===== src/hdl/sasf_pkg.sv =====
// Shared types, constants and helpers for the sequence alignment score fill block.
package sasf_pkg;

    // Capacity of each symbol store.
    localparam int MAX_LEN  = 256;
    localparam int SYM_W    = 8;
    localparam int IDX_W    = $clog2(MAX_LEN);
    localparam int POS_W    = $clog2(MAX_LEN + 1);
    localparam int CFG_W    = 3;
    // Cell scores range from about -7*MAX_LEN up to 7*MAX_LEN.
    localparam int SCORE_W  = $clog2(14 * MAX_LEN + 8) + 1;
    localparam int BEST_W   = 11;
    localparam int BEST_MAX = (1 << BEST_W) - 1;

    // APB register map.
    localparam int APB_AW = 3;
    localparam int APB_DW = 32;
    localparam logic REG_MATCH_BONUS = 1'b0;
    localparam logic REG_GAP_COST    = 1'b1;

    // Command operation codes.
    localparam logic [1:0] OP_LOAD_FIRST  = 2'd0;
    localparam logic [1:0] OP_LOAD_SECOND = 2'd1;
    localparam logic [1:0] OP_COMPUTE     = 2'd2;

    typedef logic signed [SCORE_W-1:0] t_score;

    typedef struct packed {
        logic [1:0]       operation;
        logic [SYM_W-1:0] symbol;
    } t_cmd;

    typedef struct packed {
        logic [BEST_W-1:0] best_score;
        logic [POS_W-1:0]  best_row;
        logic [POS_W-1:0]  best_col;
    } t_result;

    typedef struct packed {
        logic [CFG_W-1:0] match_bonus;
        logic [CFG_W-1:0] gap_cost;
    } t_cfg;

    typedef struct packed {
        logic             valid;
        logic             sel_second;
        logic [SYM_W-1:0] symbol;
    } t_seq_wr;

    typedef struct packed {
        logic             first_en;
        logic [IDX_W-1:0] first_addr;
        logic             second_en;
        logic [IDX_W-1:0] second_addr;
    } t_seq_rd;

    typedef struct packed {
        logic [SYM_W-1:0] first;
        logic [SYM_W-1:0] second;
    } t_seq_sym;

    typedef struct packed {
        logic [POS_W-1:0] first;
        logic [POS_W-1:0] second;
    } t_seq_lens;

    // Clamp a non-negative score to the result field.
    function automatic logic [BEST_W-1:0] sat_best(input t_score score);
        logic signed [31:0] wide;
        wide = 32'(score);
        if (wide > 32'sd2047) begin
            return BEST_W'(BEST_MAX);
        end
        return wide[BEST_W-1:0];
    endfunction

endpackage


===== src/hdl/sasf_seq_store.sv =====
// Two symbol memories with their fill lengths.
module sasf_seq_store (
    input  logic                i_clk,
    input  logic                i_rst_n,
    input  sasf_pkg::t_seq_wr   i_wr,
    input  logic                i_clear,
    input  sasf_pkg::t_seq_rd   i_rd,
    output sasf_pkg::t_seq_sym  o_sym,
    output sasf_pkg::t_seq_lens o_lens
);
    import sasf_pkg::*;

    logic [SYM_W-1:0] mem_first  [MAX_LEN];
    logic [SYM_W-1:0] mem_second [MAX_LEN];
    logic [POS_W-1:0] r_len_first;
    logic [POS_W-1:0] r_len_second;
    logic [SYM_W-1:0] r_sym_first;
    logic [SYM_W-1:0] r_sym_second;
    logic             w_wr_first;
    logic             w_wr_second;

    // Drop symbols once a store is full.
    assign w_wr_first  = i_wr.valid && !i_wr.sel_second && (r_len_first  < POS_W'(MAX_LEN));
    assign w_wr_second = i_wr.valid &&  i_wr.sel_second && (r_len_second < POS_W'(MAX_LEN));

    always_ff @(posedge i_clk) begin
        if (!i_rst_n || i_clear) begin
            r_len_first  <= '0;
            r_len_second <= '0;
        end else begin
            if (w_wr_first) begin
                r_len_first <= r_len_first + 1'b1;
            end
            if (w_wr_second) begin
                r_len_second <= r_len_second + 1'b1;
            end
        end
    end

    always_ff @(posedge i_clk) begin
        if (w_wr_first) begin
            mem_first[r_len_first[IDX_W-1:0]] <= i_wr.symbol;
        end
        if (i_rd.first_en) begin
            r_sym_first <= mem_first[i_rd.first_addr];
        end
    end

    always_ff @(posedge i_clk) begin
        if (w_wr_second) begin
            mem_second[r_len_second[IDX_W-1:0]] <= i_wr.symbol;
        end
        if (i_rd.second_en) begin
            r_sym_second <= mem_second[i_rd.second_addr];
        end
    end

    assign o_sym.first   = r_sym_first;
    assign o_sym.second  = r_sym_second;
    assign o_lens.first  = r_len_first;
    assign o_lens.second = r_len_second;

endmodule


===== config.mk =====
export PLATFORM = sky130hd
export DESIGN_NAME = sasf_seq_store
export DESIGN_NICKNAME = d
export VERILOG_FILES = /design/src/hdl/sasf_pkg.sv /design/src/hdl/sasf_seq_store.sv
export SDC_FILE = /design/constraint.sdc
export NUM_CORES = 2
export LEC_CHECK = 0
export CORE_MARGIN = 5
export CORE_UTILIZATION = 40
export DETAILED_ROUTE_END_ITERATION = 10
export DONT_BUFFER_PORTS = 1
export PLACE_DENSITY_LB_ADDON = 0.12
export SLEW_MARGIN = 40
export SYNTH_ARGS = -nofsm -noshare
export SYNTH_HDL_FRONTEND = slang
export SYNTH_SLANG_ARGS = --single-unit

===== constraint.sdc =====
create_clock -name i_clk -period 2.4 [get_ports i_clk]
set_input_delay 0.24 -clock i_clk [delete_from_list [all_inputs] [get_ports i_clk]]
set_output_delay 0.24 -clock i_clk [all_outputs]
set_load 0.02 [all_outputs]

Word-level counts from Yosys, hierarchy flattened
Memory sizes are Yosys's and may differ from the RTL's. A register that Yosys moved wholly into a read port is not among the register bits.
Index checks and enable logic that the tools add are counted.
- add/subtract/negate cells: 2
- order comparisons: 2
- muxes and demuxes: 4
- reduce and logical (&&, ||, !) cells: 7
- operator list (kind ; number):
    $add A9 B1 Y9 const B ; 2
    $lt A9 B9 Y1 const B ; 2
    $logic_and A1 B1 Y1 ; 4
    $mux W1 ; 4
    $logic_not A1 Y1 ; 2
    $logic_or A1 B1 Y1 ; 1
- register bits after elaboration: 18
- memory bits (writable): 4096
- input port bits: 31
- output and inout port bits: 34
- memories: 2
- memory list (name ; depth ; width ; read ports ; clocked after Yosys merged registers in ; write ports ; RTL line ; source):
    mem_first ; 256 ; 8 ; 1 ; 1 ; 1 ; sasf_seq_store.sv:13 ; logic [SYM_W-1:0] mem_first [MAX_LEN];
    mem_second ; 256 ; 8 ; 1 ; 1 ; 1 ; sasf_seq_store.sv:14 ; logic [SYM_W-1:0] mem_second [MAX_LEN];

Logic depth before layout (Yosys ltp)
- depth after elaboration: 5
- depth in mapped cells: 12

Least setup slack after synthesis
Ideal clock, no wire load.
- kind: register to register
- start point: reg r_len_second[1]
- end point: mem mem_second[191][0], enable pin
- arrival: 2.237 ns
- path slack: -0.222 ns
- cell stages (with the launch flop): 7
- path buffers: 1
- period minus slack after synthesis: 2.622 ns
- cell sequence: dfxtp_1 ha_1 nand3_1 or3_1 clkbuf_1 nand2b_1 nor3b_1
- word-level cells in the longest chain between the ends: 4
- RTL lines (what ; RTL line ; source):
    from (decl) ; sasf_seq_store.sv:16 ; logic [POS_W-1:0] r_len_second;
    from (signal assigned) ; sasf_seq_store.sv:35 ; r_len_second <= r_len_second + 1'b1;
    $lt A9 B9 Y1 ; sasf_seq_store.sv:24 ; assign w_wr_second = i_wr.valid && i_wr.sel_second && (r_len_second < POS_W'(MAX_LEN));
    $logic_and A1 B1 Y1 ; sasf_seq_store.sv:24 ;
    $mux W1 ; sasf_seq_store.sv:50 ; if (w_wr_second) begin
    $mux W1 (implied by the code) ; sasf_seq_store.sv:51 ; mem_second[r_len_second[IDX_W-1:0]] <= i_wr.symbol;
    to (decl) ; sasf_seq_store.sv:14 ;
Parallel ways exist; a longest one is shown, timed or not.

==> run metrics <==
Row Count=approximately 230; worst setup slack before clock tree synthesis=-2930 ps; result of the run=finished with violations; H-tree Lvls=5; Post-Synth XOR/XNOR Area=0.000713; total CTS buffers=around 430; IO Pins=between 60 and 70; number of DRC markers after the initial detailed-route iteration=8,430; Core Box Area=roughly 400,000 sq um; launching element type of the critical path=flop; Slew Limit Fails=0; Syn Inst Count=7,383; area enclosed by the die boundary=slightly above 400,000 sq um; sequential share of the synthesized area=0.776; number of detailed-routing iterations run before antenna repair=6; Synth Area in Adders=0.000627; final weighted congestion in routability-driven placement=0.804; area of the mapped netlist=160,000 sq um; net count of the mapped netlist=approximately 7,400; time the final worst path needs with I/O delays and setup=2410 ps; final clock skew=47.6 ps; final setup fails=7; antenna violations before repair=20; worst endpoint required time=3110 ps; routed wire length=447,000 microns; via-per-instance ratio=5.66; crit path max-delay cell type=sky130_fd_sc_hd__mux4_2; count of cell types in the netlist=69; synthesized-area fraction occupied by and/or/nand/nor cells=0.0233; longest individual stage delay on the worst path=580 ps; dominant combinational cell family by area after synthesis=multiplexers; via count of the first global-routing pass=81,558; arrival time worst endpoint=3120 ps; post-synth top area cell=sky130_fd_sc_hd__edfxtp_1; Global Route Usage Sum=0.208; peak clock frequency supported by timing=0.415 GHz; met3 Resource Use GR=0.0275; aggregate global routing overflow=0; cell count after placement=13,254; most used flip-flop cell after synthesis=sky130_fd_sc_hd__edfxtp_1; dominant cells by area after synthesis=sky130_fd_sc_hd__edfxtp_1 77%, sky130_fd_sc_hd__mux4_2 13%, sky130_fd_sc_hd__mux2i_1 1.6%, sky130_fd_sc_hd__nor2_1 1.3%, sky130_fd_sc_hd__a221oi_1 0.57%; filler instances=32,659; x dimension of the die=between 600 and 700 microns; Max rail drop VDD=617 uV; largest net degree at the start of global routing=553; layout cell share with drive strength beyond 1=0.329; clock latency on the worst-skew pair=980 ps; Worst Setup Slack, final=-11.2 ps; buffers from clock root to sink, at most=4; routing usage on met1=0.307; estimated wirelength of the detail-placed design=250,000 microns; part of the cycle the worst path needs=1.00; number of cells in the finished layout apart from fillers=14,150; crit end category=flop; max-cap check violation count=0; peak-usage layer in the global routing report=met2; Rel. slew slack=0.355; wire length of the first global-routing pass=622,000 microns; failing checks=setup timing; Reg area=124,000 sq um; maximum fanout count along the critical path=1; Least-Margin Pin Slew=968 ps; Die H=642 microns; share of flip-flops with an asynchronous set or reset after synthesis=0; post-synthesis area per instance=21.6 sq um; multiplexer area fraction after synthesis=0.151; met2 track demand over resource in global routing=0.335; initial core utilization=0.401; class of the tightest hold or removal check=input pin to flop; number of synthesized flops with an enable pin=4,112; Worst Setup Path Type=flop to flop; final hold violations=0; clock tree from TritonCTS=yes; minimum hold slack=99.8 ps; warning count from the yosys run=0; clock slew seen by the registers of the worst setup and hold paths=60 ps; RSZ-0062 raised after global routing=yes; share of the synthesized area in compound gates (AO/OA/AOI/OAI)=0.0323; post-layout power=0.154 W; Cell Chain, Critical Path=mux4_2, mux4_2, a211oi_4, buf_4, nor4_1; via count=80,109; drt drc=0; remaining antenna violation count after routing=0; clk root buf=sky130_fd_sc_hd__clkbuf_16; Crit path top cell by count=sky130_fd_sc_hd__mux4_2; area added between synthesis and finish=19.3%; count of buffers inserted at the top-level ports=0; power density of the placed cells=807 nW/um^2; Static Leakage=about 60 nW; fraction of synthesized cell area taken by the top area cell type=0.773; clock sinks=between 4,000 and 5,000; total of flip-flops plus latches after synthesis=roughly 4,100; multi-input gate area in the final layout=between 30,000 and 40,000 sq um; DR WL/cell=31.6 microns; final net count=8,549
[critical path: cells and delay by family, from the launching register on]
kind	cells	cell delay, ps
compound gates	1	420
buf+inv	1	190
flops	1	360
mux	2	1130
simple gates	1	40
[layer usage]
| metal | share of wire | wire length, microns | vias to the layer above |
|---|---|---|---|
| met3 | 0.056 | 25100 | 505 |
| met4 | 0.019 | 8510 | 0 |
| met1 | 0.44 | 199000 | 43620 |
| met5 | 0 | 0 | - |
| met2 | 0.48 | 215000 | 2488 |
| li1 | - | - | 33496 |
[cells in the final DEF, fill, tap and decap left out, drive strengths merged, types with 8 or more instances in the layout]
cell type / count
o221ai: 88
dlygate4sd3: 26
inv: 23
nor2b: 26
mux2: 13
nand2b: 21
mux2i: 258
buf: 1086
nor2: 559
o22ai: 98
clkinv: 195
mux4: 950
and2: 12
nor4: 17
o32ai: 12
dfxtp: 18
nand2: 128
a22oi: 59
clkbuf: 554
nand3: 42
ha: 8
bufinv: 45
xor2: 11
a22o: 100
and3: 8
bufbuf: 11
edfxtp: 4112
a211oi: 61
clkinvlp: 15
a221oi: 104
a21oi: 74
nor3: 23
o21ai: 25
[timing repair]
| action | CTS | global route |
|---|---|---|
| setup buffers | 0 | 5 |
| hold endpoints to repair | 3009 | 394 |
| pin swaps | 35 | 25 |
| gates cloned | 12 | 19 |
| gates resized for setup | 134 | 61 |
| hold buffers | 28 | 5 |
| endpoints found under the setup margin | 24 | 59 |
[where the power goes]
| part | internal [W] | total [W] | switching [W] |
|---|---|---|---|
| clock | 0.0383 | 0.0663 | 0.0279 |
| sequential | 0.0794 | 0.0795 | 0.000141 |
| combinational | 0.00323 | 0.00800 | 0.00477 |
[through the flow]
step / utilization / setup TNS [ps] / cell area, sq um
floorplan: - / 0 / 160000
CTS: 0.473 / -51.3 / 189000
finish: 0.478 / -26.9 / 190000
global placement: 0.433 / -10870 / 173000
detailed placement: 0.435 / -37530 / 173000
global route: 0.478 / -2350 / 190000
[cells in the mapped netlist (59+ instances only)]
cell type	instances
sky130_fd_sc_hd__o221ai_1	88
sky130_fd_sc_hd__edfxtp_1	4112
sky130_fd_sc_hd__o22ai_1	98
sky130_fd_sc_hd__clkbuf_1	215
sky130_fd_sc_hd__a211oi_1	61
sky130_fd_sc_hd__mux2i_1	258
sky130_fd_sc_hd__buf_2	101
sky130_fd_sc_hd__a21oi_1	74
sky130_fd_sc_hd__a22o_1	100
sky130_fd_sc_hd__a221oi_1	104
sky130_fd_sc_hd__nand2_1	128
sky130_fd_sc_hd__a22oi_1	59
sky130_fd_sc_hd__mux4_2	950
sky130_fd_sc_hd__nor2_1	559
[sequential cells by signal, summed over array words and instances, names as in the netlist]
register / cells
mem_second: 2048
r_sym_second: 8
mem_first: 2048
r_len_second: 9
r_sym_first: 8
r_len_first: 9
[cells by family (layout without fill, tap and decap cells)]
| group | count (synthesis) | in the layout |
|---|---|---|
| flops | 4130 | 4130 |
| buf+inv | 460 | 1955 |
| fa+ha+maj | 8 | 8 |
| simple gates | 872 | 872 |
| xor+xnor | 13 | 13 |
| compound gates | 679 | 679 |
| other cells | 0 | 7 |
| mux | 1221 | 1221 |
[final timing paths]
path	startpoint	end	slack, ps	cells after the start
worst max-delay path	mem_second[143][5]	r_sym_second[5]	-10	5
worst min-delay path	i_rd[12]	r_sym_first[0]	100	4
worst max register to register	mem_second[143][5]	r_sym_second[5]	-10	5
worst min register to register	r_len_second[0]	r_len_second[0]	560	2
[area by class of cell]
cell class                      instances  area share
Clock inverter                        267      0.0138
Inverter                               11    0.000217
Timing Repair Buffer                 1142      0.0602
Antenna cell                            7   0.0000920
Sequential cell                      4130       0.650
Tap cell                             5265      0.0346
Clock buffer                          535      0.0595
Multi-Input combinational cell       2793       0.182
No activity file was read; power rests on OpenSTA's default activity.
