**src/hdl/sasf_pkg.sv**
```systemverilog
// Shared types, constants and helpers for the sequence alignment score fill block.
package sasf_pkg;

    // Capacity of each symbol store.
    localparam int MAX_LEN  = 256;
    localparam int SYM_W    = 8;
    localparam int IDX_W    = $clog2(MAX_LEN);
    localparam int POS_W    = $clog2(MAX_LEN + 1);
    localparam int CFG_W    = 3;
    // Cell scores range from about -7*MAX_LEN up to 7*MAX_LEN.
    localparam int SCORE_W  = $clog2(14 * MAX_LEN + 8) + 1;
    localparam int BEST_W   = 11;
    localparam int BEST_MAX = (1 << BEST_W) - 1;

    // APB register map.
    localparam int APB_AW = 3;
    localparam int APB_DW = 32;
    localparam logic REG_MATCH_BONUS = 1'b0;
    localparam logic REG_GAP_COST    = 1'b1;

    // Command operation codes.
    localparam logic [1:0] OP_LOAD_FIRST  = 2'd0;
    localparam logic [1:0] OP_LOAD_SECOND = 2'd1;
    localparam logic [1:0] OP_COMPUTE     = 2'd2;

    typedef logic signed [SCORE_W-1:0] t_score;

    typedef struct packed {
        logic [1:0]       operation;
        logic [SYM_W-1:0] symbol;
    } t_cmd;

    typedef struct packed {
        logic [BEST_W-1:0] best_score;
        logic [POS_W-1:0]  best_row;
        logic [POS_W-1:0]  best_col;
    } t_result;

    typedef struct packed {
        logic [CFG_W-1:0] match_bonus;
        logic [CFG_W-1:0] gap_cost;
    } t_cfg;

    typedef struct packed {
        logic             valid;
        logic             sel_second;
        logic [SYM_W-1:0] symbol;
    } t_seq_wr;

    typedef struct packed {
        logic             first_en;
        logic [IDX_W-1:0] first_addr;
        logic             second_en;
        logic [IDX_W-1:0] second_addr;
    } t_seq_rd;

    typedef struct packed {
        logic [SYM_W-1:0] first;
        logic [SYM_W-1:0] second;
    } t_seq_sym;

    typedef struct packed {
        logic [POS_W-1:0] first;
        logic [POS_W-1:0] second;
    } t_seq_lens;

    // Clamp a non-negative score to the result field.
    function automatic logic [BEST_W-1:0] sat_best(input t_score score);
        logic signed [31:0] wide;
        wide = 32'(score);
        if (wide > 32'sd2047) begin
            return BEST_W'(BEST_MAX);
        end
        return wide[BEST_W-1:0];
    endfunction

endpackage

```
**src/hdl/sasf_cfg_regs.sv**
```systemverilog
// APB configuration registers: match bonus and gap cost.
module sasf_cfg_regs (
    input  logic                       i_clk,
    input  logic                       i_rst_n,
    input  logic                       psel,
    input  logic                       penable,
    input  logic                       pwrite,
    input  logic [sasf_pkg::APB_AW-1:0] paddr,
    input  logic [sasf_pkg::APB_DW-1:0] pwdata,
    output logic [sasf_pkg::APB_DW-1:0] prdata,
    output logic                       pready,
    output sasf_pkg::t_cfg             o_cfg
);
    import sasf_pkg::*;

    logic [CFG_W-1:0] r_match_bonus;
    logic [CFG_W-1:0] r_gap_cost;
    logic             w_index;
    logic             w_wr;

    assign w_index = paddr[2];
    assign w_wr    = psel && penable && pwrite;
    assign pready  = 1'b1;

    always_ff @(posedge i_clk) begin
        if (!i_rst_n) begin
            r_match_bonus <= CFG_W'(2);
            r_gap_cost    <= CFG_W'(1);
        end else if (w_wr) begin
            unique case (w_index)
                REG_MATCH_BONUS: r_match_bonus <= pwdata[CFG_W-1:0];
                REG_GAP_COST:    r_gap_cost    <= pwdata[CFG_W-1:0];
                default:         r_gap_cost    <= r_gap_cost;
            endcase
        end
    end

    always_comb begin
        unique case (w_index)
            REG_MATCH_BONUS: prdata = APB_DW'(r_match_bonus);
            REG_GAP_COST:    prdata = APB_DW'(r_gap_cost);
            default:         prdata = '0;
        endcase
    end

    assign o_cfg.match_bonus = r_match_bonus;
    assign o_cfg.gap_cost    = r_gap_cost;

endmodule

```
**config.mk**
```make
export PLATFORM = sky130hd
export DESIGN_NAME = sasf_cfg_regs
export DESIGN_NICKNAME = d
export VERILOG_FILES = /design/src/hdl/sasf_pkg.sv /design/src/hdl/sasf_cfg_regs.sv
export SDC_FILE = /design/constraint.sdc
export NUM_CORES = 1
export LEC_CHECK = 0
export BUFFER_PORTS_ARGS = -buffer_cell sky130_fd_sc_hd__buf_4
export CAP_MARGIN = 20
export CORE_MARGIN = 2
export CORE_UTILIZATION = 29
export DETAILED_ROUTE_END_ITERATION = 8
export GPL_ROUTABILITY_DRIVEN = 0
export PLACE_DENSITY_LB_ADDON = 0.05
export SKIP_CTS_REPAIR_TIMING = 1
export SYNTH_ARGS = -nofsm -noshare
export SYNTH_HDL_FRONTEND = slang
export SYNTH_SLANG_ARGS = --single-unit
```
**constraint.sdc**
```tcl
create_clock -name i_clk -period 0.8 [get_ports i_clk]
set_input_delay 0.08 -clock i_clk [delete_from_list [all_inputs] [get_ports i_clk]]
set_output_delay 0.08 -clock i_clk [all_outputs]
set_load 0.005 [all_outputs]
```
# Word level (Yosys, flattened, before mapping)
# Index checks and enable logic that the tools add are counted.
[word_totals] reg_bits=6 input_bits=40 out_inout_bits=39 elab_cells=8
[classes] n_mux=1 bitwise=1 reduce_logical=4
[op_table] op="$pmux 32 s2" n=1
[op_table] op="$reduce_and 2->1" n=2
[op_table] op="$logic_and 1x1->1" n=2
[op_table] op="$not 1->1" n=1

# Longest topological paths before layout
# Gate-level depths: netlist of run 1.
[logic_depth] word_depth=3 depth_mapped=3 mapped_depth_nobuf=2

# Worst setup path after synthesis of run 1
# Ideal clock, no wire load.
[synth_timing] path_type="flip-flop to output port" from="register r_gap_cost[0]" to="output prdata[0] (netlist bit)" arrival_ns=0.572 required_ns=0.720 setup_slack_ns=0.148 path_stages_with_launch=2 path_buffers=0 cell_sequence="dfxtp_1 mux2_2"
[synth_between] elab_chain_len=1
[synth_rtl] item="start: declaration" line_no="sasf_cfg_regs.sv:17" text="logic [CFG_W-1:0] r_gap_cost;"
[synth_rtl] item="start signal: assignment" line_no="sasf_cfg_regs.sv:32" text="REG_GAP_COST: r_gap_cost <= pwdata[CFG_W-1:0];"
[synth_rtl] item="start signal: assignment" line_no="sasf_cfg_regs.sv:33" text="default: r_gap_cost <= r_gap_cost;"
[synth_rtl] item="$pmux 32 s2" line_no="sasf_cfg_regs.sv:39" text="unique case (w_index)"
[synth_rtl] item="end: declaration" line_no="sasf_cfg_regs.sv:10" text="output logic [sasf_pkg::APB_DW-1:0] prdata,"
# No other way between the ends. The select of a mux whose other input is x is not followed.

# Worst setup path in the final report of run 1
[layout_timing] from="register r_match_bonus[0]" to="output prdata[0] (netlist bit)"
[layout_between] elab_chain_len=1
[layout_rtl] item="start: declaration" line_no="sasf_cfg_regs.sv:16" text="logic [CFG_W-1:0] r_match_bonus;"
[layout_rtl] item="start signal: assignment" line_no="sasf_cfg_regs.sv:31" text="REG_MATCH_BONUS: r_match_bonus <= pwdata[CFG_W-1:0];"
[layout_rtl] item="$pmux 32 s2" line_no="sasf_cfg_regs.sv:39"
# No other way between the ends. The select of a mux whose other input is x is not followed.

==> results.toml, run 1 <==
[cells_and_area]
final_util_pct = 40.7
seqCellArea_um2 = 128
drive_above_1_share_pct = 43.0
area_growth_pct = 30.8
fin_nets = 128
multi_input_area_um2 = 284
antennaDiodeCount = 0
num-fill-cells = 193

[global_route]
grt_start_max_net_pins = 12
grt_pass1_vias = 251
antenna_found_initial = 0
grt_overflow = 0
grt_usage_pct = 7.90
grt_first_pass_wirelength_mm = 1.10

[synthesis]
yosys_warnings = 0
synth_edf_count = 0
synth_area_um2 = 537
synth.top_cell.area_share_pct = 42.0
synthArstFlopShare_pct = 0
ys_ff_latch = 6
synth.distinct_cells = 12
yosys.area.top_type = "buf_4"
syn_avg_cell_area_um2 = 8.52
synth_top_flop_cell = "dfxtp_1"
synth_top_cells_by_area = "buf_4 42%, dfxtp_1 22%, mux2i_1 11%"
seq_area_frac_synth_pct = 22.4
yosysMostFrequentCell = "buf_4"
synth_common_cells = "30 x buf_4, 7 x nand2_1, 6 x dfxtp_1, 6 x mux2i_1, 4 x nor2b_1"
netlist_instances = 63

[floorplan]
rows = 15
initial_utilization_pct = 31.1
ios = 79
dieArea_um2 = 2210
die_y_um = 47.0
core_area_um2 = 1730
die_w_um = 47.0

[detailed_routing]
avgRoutedWirePerCell_um = 8.17
firstDrtPassIters = 4
dr.first_iter.drc_count = 10
num_vias = 388
vias_per_cell = 3.50
drc = 0
postRouteAntennaNets = 0
routed_wl_um = 907

[worst_setup_path]
cp-end-kind = "output pin"
cp_num_buf_inv = 1
slowest_delay_ps = 310
critical_path_arrival_ps = 940
path_cells = "mux2_4, buf_6"
path_class = "reg2out"
crit_required_ps = 720
path_max_fanout = 2
setup.worst_path.start_class = "register"
slowest_stage = "dfxtp_2"
crit_family = "flip-flops"

[clock_tree]
cts-root-buf = "clkbuf_4"
path_clk_slew_ps = 50
cts_tree = "done"
insertion_delay_ps = 240
clk_path_buf_depth = 2
cts_buffers = 3
htreeDepth = 1
clkSinkCount = 6

[placement]
port_buffers = 17
hpwl_um = 723

[sta]
rsz0062_at_grt = "true"
finalCriticalPeriod_ps = 1020
finalCritPeriodShare_pct = 128
finalHoldWorstSlack_ps = 93.4
final_max_slew_viol_count = 0
timing.fmax_mhz = 980
setup_tns_ps = -976
clock-skew-final_ps = 0
hold_viol = 0
fin_ws_ps = -221
setup_viol = 9

[power_and_ir_drop]
powerDensity_nw_per_um2 = 1070
vdd_drop_max_v = 0.000675
p_leak_nw = 0.359

[flow_run]
max_cap_violations = 0

[run_status]
status = "complete, but fails checks"
violations = "negative setup slack"

[worst_hold_path]
min_path_type = "in2reg"
==> per-stage QoR <==
step           power [mW]  setup WS [ps]  instances  cell area, um^2
3_3_place_gp        0.458          -41.9        106              601
4_1_cts             0.750           -234        109              623
6_report            0.754           -221        111              702
3_5_place_dp        0.458          -48.3        106              601
5_1_grt             0.816           -267        111              702
2_1_floorplan       0.496            148         91              642
==> registers in the layout (all words and copies together) (netlist names) <==
| name | cells |
|---|---|
| r_gap_cost | 3 |
| r_match_bonus | 3 |
==> cell families (layout without fill, tap and decap cells) <==
kind of cell / Yosys count / count (layout) / synth area share [%]
mux: 9 / 9 / 17.5
flops: 6 / 6 / 22.4
other cells: 2 / 30 / 1.40
simple gates: 13 / 13 / 13.1
buf+inv: 33 / 28 / 45.7
==> power by group <==
part	switching, mW	internal [mW]
Combinational	0.0767	0.0880
Sequential	0.00436	0.308
Clock	0.108	0.170
Total	0.189	0.565
==> worst min-delay path, cell delays in order <==
cell     delay [ps]
buf_4           110
nand2_1          50
mux2i_1          50
==> layout by cell type (no fill, tap or decap) <==
master	instances
nor2b_1	4
nand2_1	7
and4_1	1
mux2_4	2
dfxtp_2	6
conb_1	30
mux2i_1	6
buf_4	12
clkbuf_4	3
buf_6	13
mux2_2	1
and4b_1	1
==> final timing paths <==
path                                                    start  slack (ps)  cells after the start                       endpoint
worst max-delay path            r_match_bonus[0]$_SDFFE_PN0P_        -220                      2                      prdata[0]
worst min-delay path                                pwdata[0]          90                      3  r_match_bonus[0]$_SDFFE_PN0P_
worst max register to register     r_gap_cost[2]$_SDFFE_PN0P_          40                      4     r_gap_cost[2]$_SDFFE_PN0P_
worst min register to register     r_gap_cost[1]$_SDFFE_PN0P_         570                      3     r_gap_cost[1]$_SDFFE_PN0P_
==> area by class of cell <==
class	count	share of cell area [%]
sequential	6	18.2
multi-input combinational	52	40.5
tap	25	4.46
timing repair buffer	25	33.7
clock buffer	3	3.21
==> routing by layer <==
metal	GRT usage (%)	share of wire [%]
met1	8.06	41
met5	0	0
met4	5.00	0
met3	5.77	13
met2	11.5	46
No activity file was read; power rests on OpenSTA's default activity.
==> run 2, diff against run 1 <==
Settings changed: CORE_UTILIZATION 29 to 31.
Clock period 0.8 ns to 1.23 ns, I/O delays scaled along.
==> run 2 against run 1 <==
Net effect:
- the flow now finishes without violations
- largest cell class unchanged
- flip-flop and latch count did not move
- cell count down 14%
- design area down 19%
- sequential share of layout area rose by 3.0 points
- first-iteration DRC count decreased by 80%
- clock skew unchanged
- critical path type unchanged
==> results.toml, run 2 (synthesis results as in run 1) <==
[clock_tree]
clkSinkCount = 6
insertion_delay_ps = 230
htreeDepth = 1
path_clk_slew_ps = 40
clk_path_buf_depth = 2
cts_tree = "done"
cts_buffers = 3
cts-root-buf = "clkbuf_4"

[placement]
place_ws_ps = 343
port_buffers = 17
place_area_um2 = 546
hpwl_um = 665

[detailed_routing]
postRouteAntennaNets = 0
firstDrtPassIters = 4
routed_wl_um = 774
num_vias = 350
dr.first_iter.drc_count = 2
avgRoutedWirePerCell_um = 8.15
drc = 0
vias_per_cell = 3.68

[global_route]
antenna_found_initial = 0
grt_pass1_vias = 249
grt_first_pass_wirelength_mm = 1.08
grt_overflow = 0
grt_usage_pct = 7.64
grt_start_max_net_pins = 12

[sta]
finalCriticalPeriod_ps = 1070
setup_viol = 0
fin_ws_ps = 156
rsz0062_at_grt = "false"
finalCritPeriodShare_pct = 87.3
hold_viol = 0
finalHoldWorstSlack_ps = 155
final_max_slew_viol_count = 0
clock-skew-final_ps = 0
setup_tns_ps = 0
timing.fmax_mhz = 931

[floorplan]
die_y_um = 45.6
dieArea_um2 = 2080
ios = 79
die_w_um = 45.6
core_area_um2 = 1670
initial_utilization_pct = 32.1
rows = 15

[worst_setup_path]
slowest_stage = "dfxtp_1"
crit_required_ps = 1110
setup.worst_path.start_class = "register"
cp-end-kind = "output pin"
slowest_delay_ps = 320
cp-startpoint = "r_gap_cost[0]$_SDFFE_PN1P_"
path_max_fanout = 3
r2r_start = "r_gap_cost[0]$_SDFFE_PN1P_"
path_class = "reg2out"
path_cells = "mux2_2, buf_4"
critical_path_arrival_ps = 950

[power_and_ir_drop]
p_leak_nw = 0.295
powerDensity_nw_per_um2 = 815
vdd_drop_max_v = 0.000277

[cells_and_area]
final_cell_mix = "30 x conb_1, 17 x buf_4, 7 x nand2_1"
final_common_cell = "conb_1"
antennaDiodeCount = 0
drive_above_1_share_pct = 29.5
fin_nets = 120
largestRegisters = "r_gap_cost x3, r_match_bonus x3"
area_growth_pct = 5.83
final_area_um2 = 568

[worst_hold_path]
hold_path_startpoint = "pwdata[1]"
min_path_type = "in2reg"

[flow_run]
max_cap_violations = 0

[run_status]
status = "completed"
## run 2: changes by cell type in the layout (fill, tap and decap cells not counted), sizes merged
| cell | change |
|---|---|
| buf | -8 |
## run 2: path summary, 6_finish.rpt
kind	depth (start not counted)	end	slack, ps
worst max-delay path	2	prdata[0]	160
worst min-delay path	3	r_match_bonus[1]$_SDFFE_PN1P_	150
worst min register to register	2	r_gap_cost[1]$_SDFFE_PN0P_	470
worst max register to register	2	r_gap_cost[0]$_SDFFE_PN1P_	610
## run 2: cell type report
type | instances | area (um^2)
Fill cell | 191 | 1100
Multi-Input combinational cell | 52 | 277
Timing Repair Buffer | 17 | 128
Sequential cell | 6 | 120
Clock buffer | 3 | 22.5
Tap cell | 17 | 21.3
## run 2: critical path, delay by kind of cell, from the launching register on
kind	cells	cell delay [ps]
multiplexers	1	260
buffers and inverters	1	130
flip-flops	1	320
## run 2: where the power goes
group / switching (mW) / internal (mW)
clock network: 0.0645 / 0.110
registers: 0.00322 / 0.200
logic: 0.0446 / 0.0413
## run 2: metal layers
layer	GRT usage, %	share of wire [%]
met1	9.55	44
met3	2.78	11
met4	5.29	0
met2	10.7	45
met5	0	0
## run 2: per-stage QoR
step	instances	power, mW	util, %
after global placement	92	0.291	32.7
after floorplan	91	0.322	-
after global routing	95	0.497	34.0
after detailed placement	92	0.291	32.7
after CTS	95	0.472	34.0
final	95	0.463	34.0
==> run 3, diff against run 2 <==
Settings changed: REMOVE_ABC_BUFFERS set to 1.
==> run 3 against run 2 <==
Net effect:
- maximum frequency is 0.90% lower
- clock skew unchanged
- flip-flop and latch count unchanged
- worst hold slack lost 12 ps
- worst setup slack worse by 9.7 ps
- first-iteration DRC count decreased by 100%
- global-route usage increased by 1.4 points
- total power is 2.4% higher
- critical path depth unchanged
- sequential share of layout area unchanged
- non-clock buffer count did not move
- clock-buffer cell count did not move
- highest routed layer unchanged
==> results.toml, run 3 (synthesis results as in run 1) <==
[run_status]
status = "completed"

[floorplan]
die_y_um = 45.6
rows = 15
dieArea_um2 = 2080
ios = 79
initial_utilization_pct = 32.1
core_area_um2 = 1670
die_w_um = 45.6

[cells_and_area]
final_cell_mix = "30 x conb_1, 17 x buf_4, 7 x nand2_1"
largestRegisters = "r_gap_cost x3, r_match_bonus x3"
fin_nets = 120
final_util_pct = 34.0
final-instance-count-excl-fill = 95
final_common_cell = "conb_1"
num-fill-cells = 182
area_growth_pct = 5.83
drive_above_1_share_pct = 29.5
antennaDiodeCount = 0

[global_route]
use_met2_pct = 14.4
use_met3_pct = 6.35
grt_start_max_net_pins = 12
grt_pass1_vias = 314
grt_overflow = 0
grt_use_met1_pct = 9.13
antenna_found_initial = 0
grt_usage_pct = 9.04
grt_busiest_layer = "met2"
grt_first_pass_wirelength_mm = 1.26

[worst_hold_path]
hold_path_startpoint = "pwdata[0]"
min_path_type = "in2reg"
hold_end = "r_match_bonus[0]$_SDFFE_PN0P_"
hold_depth = 3

[clock_tree]
clk_path_buf_depth = 2
cts_buffers = 3
insertion_delay_ps = 240
cts_tree = "done"
clkSinkCount = 6
htreeDepth = 1
cts-root-buf = "clkbuf_4"
path_clk_slew_ps = 50

[sta]
setup_tns_ps = 0
rsz0062_at_grt = "false"
finalCritPeriodShare_pct = 88.1
timing.fmax_mhz = 923
clock-skew-final_ps = 0
hold_viol = 0
finalCriticalPeriod_ps = 1080
fin_ws_ps = 146
final_max_slew_viol_count = 0
finalHoldWorstSlack_ps = 143
setup_viol = 0

[placement]
hpwl_um = 645
port_buffers = 17
dp_cells = 92
place_ws_ps = 321

[power_and_ir_drop]
pwr-share-comb_pct = 18.2
vdd_drop_max_v = 0.000449
p_leak_nw = 0.295
seq_power_share_pct = 42.7
clkPwrFrac_pct = 39.2
p_sw_mw = 0.123
p_sw_share_pct = 25.9
intPower_mw = 0.351
powerDensity_nw_per_um2 = 835

[worst_setup_path]
crit_required_ps = 1110
cp-end-kind = "output pin"
path_class = "reg2out"
r2r_start = "r_gap_cost[0]$_SDFFE_PN1P_"
rrSetupSlack_ps = 610
path_max_fanout = 3
rr_endpoint = "r_gap_cost[0]$_SDFFE_PN1P_"
critical_path_arrival_ps = 960
r2r_cells = 2
setup.worst_path.start_class = "register"

[detailed_routing]
drc = 0
dr.first_iter.drc_count = 0
num_vias = 343
postRouteAntennaNets = 0
vias_per_cell = 3.61
routed_wl_um = 780
avgRoutedWirePerCell_um = 8.21
firstDrtPassIters = 1

[flow_run]
max_cap_violations = 0
## run 3: power by group through the flow
stage               combinational [mW]  clock (mW)  sequential, mW
global placement                0.0856           0           0.206
detailed placement              0.0853           0           0.206
floorplan                       0.0412           0           0.206
CTS                             0.0856       0.197           0.202
finish                          0.0862       0.186           0.202
global route                     0.103       0.206           0.203
## run 3: area by class of cell
cell class                 count  area (um^2)  area share [%]
clock buffer                   3         22.5            3.96
tap                           17         21.3            3.74
timing repair buffer          17          128            22.5
sequential                     6          120            21.1
multi-input combinational     52          277            48.7
## run 3: how the worst max path moves through the flow
stage	start	end	depth (start not counted)
final	r_match_bonus[0]$_SDFFE_PN0P_	prdata[0]	2
after global routing	r_gap_cost[0]$_SDFFE_PN1P_	prdata[0]	2
after CTS	r_match_bonus[0]$_SDFFE_PN0P_	prdata[0]	2
after detailed placement	paddr[2]	r_match_bonus[1]$_SDFFE_PN1P_	3
after global placement	paddr[2]	r_match_bonus[1]$_SDFFE_PN1P_	3
after floorplan	r_gap_cost[0]$_SDFFE_PN1P_	prdata[0]	1
## run 3: metrics by stage
| stage | total power, mW | area, um^2 |
|---|---|---|
| floorplan | 0.247 | 397 |
| global placement | 0.292 | 546 |
| CTS | 0.485 | 568 |
| detailed placement | 0.291 | 546 |
| finish | 0.474 | 568 |
| global route | 0.511 | 568 |
## run 3: critical path, cell delays in order (launching register included)
cell and delay, ps:
dfxtp_1 320, mux2_2 260, buf_4 130
## run 3: layer usage
layer / part of all wire (%) / routed length (um)
met5: 0 / 0
met4: 0 / 0
met3: 13 / 98
met2: 47 / 365
met1: 41 / 316
